[config.mk]
export PLATFORM = sky130hd
export DESIGN_NAME = base64_stream_encoder
export DESIGN_NICKNAME = d
export VERILOG_FILES = /design/src/design/b64e_pkg.sv /design/src/design/b64e_front.sv /design/src/design/b64e_queue.sv /design/src/design/b64e_back.sv /design/src/design/base64_stream_encoder.sv
export SDC_FILE = /design/constraint.sdc
export NUM_CORES = 1
export LEC_CHECK = 0
export ABC_AREA = 0
export BUFFER_PORTS_ARGS = -buffer_cell sky130_fd_sc_hd__buf_2
export CORE_MARGIN = 1
export CORE_UTILIZATION = 63
export CTS_CLUSTER_SIZE = 8
export DETAILED_ROUTE_END_ITERATION = 12
export MAX_ROUTING_LAYER = met4
export PLACE_DENSITY = 0.81
export SKIP_CTS_REPAIR_TIMING = 1
export SYNTH_ARGS = -nofsm -noshare
export SYNTH_HDL_FRONTEND = slang
export SYNTH_SLANG_ARGS = --single-unit
[constraint.sdc]
create_clock -name clk -period 3.6 [get_ports clk]
set_input_delay 0.18 -clock clk [delete_from_list [all_inputs] [get_ports clk]]
set_output_delay 0.18 -clock clk [all_outputs]
set_load 0.05 [all_outputs]
[src/design/b64e_pkg.sv]
// Shared types and constants for the base64 stream encoder.
// Holds the job record passed from front to back and the digit lookup.
// No dependencies.
package b64e_pkg;

	localparam int unsigned QUEUE_DEPTH = 2;
	localparam int unsigned JOB_CHARS = 4;
	localparam logic [7:0] PAD_CHAR = 8'h3D;

	typedef struct packed {
		logic [JOB_CHARS-1:0][7:0] chars;
		logic [1:0] last_idx;
		logic final_mark;
	} job_t;

	function automatic logic [7:0] digit_char(input logic [5:0] six);
		logic [7:0] v;
		logic [7:0] c;
		v = {2'b00, six};
		if (six < 6'd26) begin
			c = v + 8'h41;
		end else if (six < 6'd52) begin
			c = v - 8'd26 + 8'h61;
		end else if (six < 6'd62) begin
			c = v - 8'd52 + 8'h30;
		end else if (six == 6'd62) begin
			c = 8'h2B;
		end else begin
			c = 8'h2F;
		end
		return c;
	endfunction

endpackage

[src/design/b64e_front.sv]
// Front end of the base64 stream encoder: accepts raw byte beats, tracks
// the group phase and leftover bits, and builds one character job per byte.
// Depends on b64e_pkg.
module b64e_front (
	input  logic           clk,
	input  logic           arst_n,
	input  logic           in_valid,
	output logic           in_stall,
	input  logic [7:0]     data_byte,
	input  logic           final_byte,
	input  logic           queue_full,
	output logic           push,
	output b64e_pkg::job_t push_job
);
	import b64e_pkg::*;

	typedef enum logic [1:0] {
		PH_FIRST  = 2'd0,
		PH_SECOND = 2'd1,
		PH_THIRD  = 2'd2
	} phase_t;

	phase_t     phase_q;
	phase_t     phase_next;
	logic [5:0] left_q;
	logic [5:0] left_next;

	assign in_stall = queue_full;
	assign push     = in_valid && !queue_full;

	always_comb begin
		push_job.final_mark = final_byte;
		push_job.chars[2]   = PAD_CHAR;
		push_job.chars[3]   = PAD_CHAR;
		case (phase_q)
			PH_SECOND: begin
				push_job.chars[0] = digit_char(left_q | {2'b00, data_byte[7:4]});
				left_next         = {data_byte[3:0], 2'b00};
				push_job.chars[1] = digit_char(left_next);
				push_job.last_idx = final_byte ? 2'd2 : 2'd0;
				phase_next        = PH_THIRD;
			end
			PH_THIRD: begin
				push_job.chars[0] = digit_char(left_q | {4'b0000, data_byte[7:6]});
				push_job.chars[1] = digit_char(data_byte[5:0]);
				left_next         = 6'd0;
				push_job.last_idx = 2'd1;
				phase_next        = PH_FIRST;
			end
			default: begin
				push_job.chars[0] = digit_char(data_byte[7:2]);
				left_next         = {data_byte[1:0], 4'b0000};
				push_job.chars[1] = digit_char(left_next);
				push_job.last_idx = final_byte ? 2'd3 : 2'd0;
				phase_next        = PH_SECOND;
			end
		endcase
	end

	always_ff @(posedge clk or negedge arst_n) begin
		if (!arst_n) begin
			phase_q <= PH_FIRST;
			left_q  <= 6'd0;
		end else if (push) begin
			if (final_byte) begin
				phase_q <= PH_FIRST;
				left_q  <= 6'd0;
			end else begin
				phase_q <= phase_next;
				left_q  <= left_next;
			end
		end
	end

endmodule

[src/design/b64e_queue.sv]
// Short job queue between front and back of the base64 stream encoder.
// Register-based circular buffer. Depends on b64e_pkg.
module b64e_queue #(
	parameter int unsigned DEPTH = b64e_pkg::QUEUE_DEPTH
) (
	input  logic           clk,
	input  logic           arst_n,
	input  logic           push,
	input  b64e_pkg::job_t push_job,
	input  logic           pop,
	output logic           full,
	output logic           empty,
	output b64e_pkg::job_t head_job
);
	import b64e_pkg::*;

	localparam int unsigned PW = (DEPTH > 1) ? $clog2(DEPTH) : 1;
	localparam int unsigned CW = $clog2(DEPTH + 1);
	localparam logic [PW-1:0] LAST_PTR = PW'(DEPTH - 1);
	localparam logic [CW-1:0] FULL_CNT = CW'(DEPTH);

	job_t          mem_q [DEPTH];
	logic [PW-1:0] wr_ptr_q;
	logic [PW-1:0] rd_ptr_q;
	logic [CW-1:0] count_q;

	assign full     = (count_q == FULL_CNT);
	assign empty    = (count_q == '0);
	assign head_job = mem_q[rd_ptr_q];

	always_ff @(posedge clk) begin
		if (push) begin
			mem_q[wr_ptr_q] <= push_job;
		end
	end

	always_ff @(posedge clk or negedge arst_n) begin
		if (!arst_n) begin
			wr_ptr_q <= '0;
			rd_ptr_q <= '0;
			count_q  <= '0;
		end else begin
			if (push) begin
				wr_ptr_q <= (wr_ptr_q == LAST_PTR) ? '0 : wr_ptr_q + 1'b1;
			end
			if (pop) begin
				rd_ptr_q <= (rd_ptr_q == LAST_PTR) ? '0 : rd_ptr_q + 1'b1;
			end
			if (push && !pop) begin
				count_q <= count_q + 1'b1;
			end else if (pop && !push) begin
				count_q <= count_q - 1'b1;
			end
		end
	end

endmodule

[src/design/b64e_back.sv]
// Back end of the base64 stream encoder: walks the characters of the head
// job into the output register, one per cycle while out_stall is low. Depends on b64e_pkg.
module b64e_back (
	input  logic           clk,
	input  logic           arst_n,
	input  logic           queue_empty,
	input  b64e_pkg::job_t head_job,
	output logic           pop,
	output logic           out_valid,
	input  logic           out_stall,
	output logic [7:0]     out_char,
	output logic           end_of_message
);
	import b64e_pkg::*;

	logic       valid_q;
	logic [7:0] char_q;
	logic       eom_q;
	logic [1:0] idx_q;
	logic       advance;
	logic       at_last;

	assign advance = !queue_empty && (!valid_q || !out_stall);
	assign at_last = (idx_q == head_job.last_idx);
	assign pop     = advance && at_last;

	assign out_valid      = valid_q;
	assign out_char       = char_q;
	assign end_of_message = eom_q;

	always_ff @(posedge clk or negedge arst_n) begin
		if (!arst_n) begin
			valid_q <= 1'b0;
			idx_q   <= 2'd0;
		end else if (advance) begin
			valid_q <= 1'b1;
			idx_q   <= at_last ? 2'd0 : idx_q + 2'd1;
		end else if (!out_stall) begin
			valid_q <= 1'b0;
		end
	end

	always_ff @(posedge clk) begin
		if (advance) begin
			char_q <= head_job.chars[idx_q];
			eom_q  <= head_job.final_mark && at_last;
		end
	end

endmodule

[src/design/base64_stream_encoder.sv]
// Top level of the base64 stream encoder: front end, job queue, back end.
// Depends on b64e_pkg, b64e_front, b64e_queue, b64e_back.
//
// Input channel: in_valid / in_stall carry one raw byte per beat in data_byte,
// with final_byte set on the last byte of a message.
// Output channel: out_valid / out_stall carry one ASCII character per beat in
// out_char; end_of_message marks the last character of the message, after
// any '=' padding.
// Each byte yields one character (first and second of a group) or two (third
// of a group); a final first or second byte yields four or three. The back end
// sends one character per cycle while out_stall is low: four characters per
// three bytes in steady state, plus the padding burst at message end.
// When the queue is empty, an accepted byte's job is written into the queue
// and its first character then into the output register.
// The front end accepts a byte whenever the job queue (QUEUE_DEPTH jobs) has
// room, also while the output register waits on out_stall. A stalled output
// holds its character until taken; the queue then fills and in_stall rises.
// Reset clears the group phase, leftover bits, queue and output valid.
module base64_stream_encoder #(
	parameter int unsigned QUEUE_DEPTH = b64e_pkg::QUEUE_DEPTH
) (
	input  logic       clk,
	input  logic       arst_n,
	input  logic       in_valid,
	output logic       in_stall,
	input  logic [7:0] data_byte,
	input  logic       final_byte,
	output logic       out_valid,
	input  logic       out_stall,
	output logic [7:0] out_char,
	output logic       end_of_message
);
	import b64e_pkg::*;

	logic queue_full;
	logic queue_empty;
	logic push;
	logic pop;
	job_t push_job;
	job_t head_job;

	b64e_front u_front (
		.clk        (clk),
		.arst_n     (arst_n),
		.in_valid   (in_valid),
		.in_stall   (in_stall),
		.data_byte  (data_byte),
		.final_byte (final_byte),
		.queue_full (queue_full),
		.push       (push),
		.push_job   (push_job)
	);

	b64e_queue #(
		.DEPTH (QUEUE_DEPTH)
	) u_queue (
		.clk      (clk),
		.arst_n   (arst_n),
		.push     (push),
		.push_job (push_job),
		.pop      (pop),
		.full     (queue_full),
		.empty    (queue_empty),
		.head_job (head_job)
	);

	b64e_back u_back (
		.clk            (clk),
		.arst_n         (arst_n),
		.queue_empty    (queue_empty),
		.head_job       (head_job),
		.pop            (pop),
		.out_valid      (out_valid),
		.out_stall      (out_stall),
		.out_char       (out_char),
		.end_of_message (end_of_message)
	);

endmodule

==> results summary <==
The synthesized design devotes to its leading area cell type about 28% of total area. The total half-perimeter wirelength after legalization and detailed placement came out at about 9700 um. For the final database, setup skew stands at 0.00989 ns. The worst register-to-register path ends at u_queue.mem_q[1][8]$_DFFE_PP_. The design draws approximately 3.9 mW. Clock latency on the worst-skew pair, taken at its later pin, is around 0.33 ns.

The final hold slack came out at ~0.083 ns. The data required time of the critical path is roughly 3.6 ns. The height of the chip is approximately 91 um. The part of the Yosys area used for sequential elements came out at between 30% and 40%.

Setup violations remaining at the end of the flow were counted as 0. In this run the number of H-tree levels came out at 3. The routed layout has between 4000 and 5000 vias.

The final standard cell area without fillers came out at 5330 um2. Adding up every negative setup slack in the final design gives 0 ns. The layout overhead on the synthesized area is 6.55%. Of the cells placed in the final design, the portion with a size suffix greater than 1 is approximately 13%.

The flow ran to the end, and the final reports show no timing, DRC or antenna violations. The routed length on met2 came out at 6230 um. The worst setup path is launched from a register. The die span in x is 91.1 um. The final clock period utilization by the worst path came out at a little over 80%.

The placer's final routability congestion estimate is 1.03. The effective utilization at floorplan came out at about two thirds. The post-synthesis sequential element count is 60. The post-detailed-route count of antenna-violating nets came out at 0. The met3 layer wire length in the routed design came out at 998 um. After global routing the overflow that remains totals 0. Port buffering added 23 buffers. The cell row count is 32. The source of the critical timing path is u_front.left_q[3]$_DFFE_PN0P_. The power per cell area is between 700 and 800 nW/um2. The peak clock frequency supported by timing came out at between 0.3 and 0.4 GHz. The mean instance size in the synthesized netlist came out at about 9.5 um2. Setup slack closes at around 0.65 ns.

The number of max-cap violations is 0. By startpoint and endpoint, the worst setup path is classified as reg -> reg. The die footprint is between 8000 and 9000 um2.

The total count of max-transition violations in the final report came out at 0. OpenSTA, run right after detailed placement, puts the worst setup slack at 0.767 ns. Summed over all instances, the cell type with the most area after synthesis is edfxtp_1.

For the pin with the worst max-slew slack, the measured transition is a little under 0.9 ns. The total placed instance area is 5120 um2. The setup slack on the worst flop-to-flop path is 0.65 ns. In the routed design, unresolved DRC markers number 0.

Clock tree synthesis selected as its root buffer the cell clkbuf_8. The share of synthesized registers carrying an async set or reset came out at between 20% and 30%. The worst slew margin relative to its limit is 41.0%. The number of instances in the synthesized netlist came out at 528. At the worst endpoint, the arrival time is a little under 3 ns. IR analysis of the VDD net gives a maximum drop of roughly 0.0003 V.

The number of DRC markers after the initial detailed-route iteration is between 300 and 400. TritonCTS built the clock tree. The global-route wire length before repair came out at ~21000 um. The cell depth of the worst flop-to-flop path came out at 8. The TritonCTS buffer count is 9. STA classifies the critical path endpoint as a register. The number of antenna diodes in the final layout is 0. After clock tree synthesis, the clock-pin slew on the worst setup and hold paths is ~0.07 ns. The worst register-to-register path begins at u_front.left_q[3]$_DFFE_PN0P_. The total number of nets in the final design came out at 588. The net count after synthesis came out at 582. The via count of the first global-routing pass was 3951.

The core region is ~7700 um2. The initial antenna violation count came to 0. The worst hold path belongs to the class in -> reg. The leakage power is approximately 2 nW. The detailed router used layers up to and including met4. The count of flip-flops with a built-in enable after synthesis came out at between 40 and 50.

The most common cell in the synthesized netlist is nand2_1. The first-pass iteration count of the detailed router is 5. The clock period could shrink to between 2 and 3 ns. After synthesis, the most frequently instantiated cells are nand2_1 (49), edfxtp_1 (47), ha_1 (41), xnor2_1 (37). Pin placement for this block handled 24 I/O pins. The distinct cell type count of the synthesized netlist is 63. During synthesis, Yosys emitted a total of 0 warnings. The filler cell count in the final layout came out at 591. The wire length per cell after detailed routing came out at 20.1 um.

The via density per instance is 6.58. The final wirelength came out at roughly 13000 um. The total routing usage reported by global routing is ~33%. Setup repair after global routing left no endpoint under its margin. The largest driver fanout on the critical path came out at 13.

The number of sinks on the clock net came out at 60. The netlist area before placement is roughly 5000 um2. The pin count of the biggest net entering global routing came out at 25. After synthesis, the cell types taking the most area are edfxtp_1 (28%), ha_1 (10%), dfrtp_1 (6.5%). In this run the worst setup path terminates at u_queue.mem_q[1][8]$_DFFE_PP_. The largest buffer count on any clock path came out at 2. The number of failing hold endpoints at the final stage was 0.

In the synthesized netlist the dominant register cell turns out to be edfxtp_1. After detailed routing, the wire length on met1 is 5380 um.
==> layout by cell type, fill, tap and decap left out, types with 7 or more instances in the layout <==
master	n
a21oi_1	34
inv_1	16
buf_2	23
o211ai_1	7
clkbuf_8	11
nand2b_1	8
edfxtp_1	47
dfrtp_1	13
nor2b_1	12
mux4_2	8
or2_2	8
nand3_1	18
nor3_1	8
ha_1	41
nor2_1	22
or3_1	8
nand2_1	49
xnor2_1	37
xor2_1	13
nand4_1	7
o21ai_0	34
mux2i_1	8
==> per-stage QoR <==
stage	cells	utilization, %
5_1_grt	641	69.4
4_1_cts	640	69.2
3_5_place_dp	624	66.7
6_report	641	69.4
3_3_place_gp	624	66.7
2_1_floorplan	528	-
==> worst min path at each step <==
stage / start / end / slack [ns] / cells past startpoint
after floorplan: arst_n / u_back.idx_q[0]$_DFFE_PN0P_ / -0.12 / 0
after global placement: arst_n / u_back.out_valid$_DFFE_PN0P_ / 0.08 / 1
after detailed placement: arst_n / u_back.idx_q[1]$_DFFE_PN0P_ / 0.08 / 1
after CTS: arst_n / u_back.idx_q[1]$_DFFE_PN0P_ / -0.29 / 1
after global routing: out_stall / u_back.out_valid$_DFFE_PN0P_ / 0.08 / 3
final: out_stall / u_back.out_valid$_DFFE_PN0P_ / 0.08 / 3
==> final cells by class <==
type / count / area, um2 / area share, %
Sequential cell: 60 / 1740 / 32.6
Clock inverter: 3 / 17.5 / 0.329
Timing Repair Buffer: 28 / 155 / 2.91
Tap cell: 102 / 128 / 2.39
Inverter: 21 / 78.8 / 1.48
Multi-Input combinational cell: 414 / 3040 / 56.9
Clock buffer: 13 / 180 / 3.38
==> per-layer routing <==
layer	GRT usage, %	vias to the layer above
met4	10.6	0
met5	-	-
met2	54.0	218
met1	42.9	2002
li1	-	1975
met3	4.52	23
==> sequential cells by signal (all words and copies together), names as in the netlist, 2 cells and up <==
register and cells:
u_queue.mem_q 38, u_front.phase_q 2, u_back.idx_q 2, u_queue.count_q 2, u_front.left_q 4, u_back.out_char 8
==> cells by family (layout without fill, tap and decap cells) <==
| logic type | Yosys count | count (layout) | synth area share (%) |
|---|---|---|---|
| multiplexers | 19 | 19 | 5.88 |
| XOR/XNOR | 50 | 50 | 8.75 |
| flip-flops | 60 | 60 | 34.7 |
| AND/OR/NAND/NOR | 156 | 156 | 15.7 |
| buffers and inverters | 54 | 65 | 4.63 |
| adder cells (fa/ha/maj) | 41 | 41 | 10.3 |
| AO/OA/AOI/OAI | 148 | 148 | 20.1 |
==> report_power, final <==
group / internal, mW / leakage, nW / total [mW] / switching [mW]
clock network: 0.327 / 0.101 / 0.565 / 0.238
registers: 1.15 / 0.603 / 1.40 / 0.253
logic: 0.705 / 1.34 / 1.91 / 1.20
==> critical path, cell delays in order, from the launching register on <==
cell,delay (ns)
dfrtp_1,0.54
nor2_1,0.39
inv_2,0.20
ha_1,0.35
nand2b_1,0.19
and2_1,0.23
o31a_1,0.28
o221ai_1,0.24
o2111ai_1,0.22
Note: power is estimated with default switching activity, not from simulation.
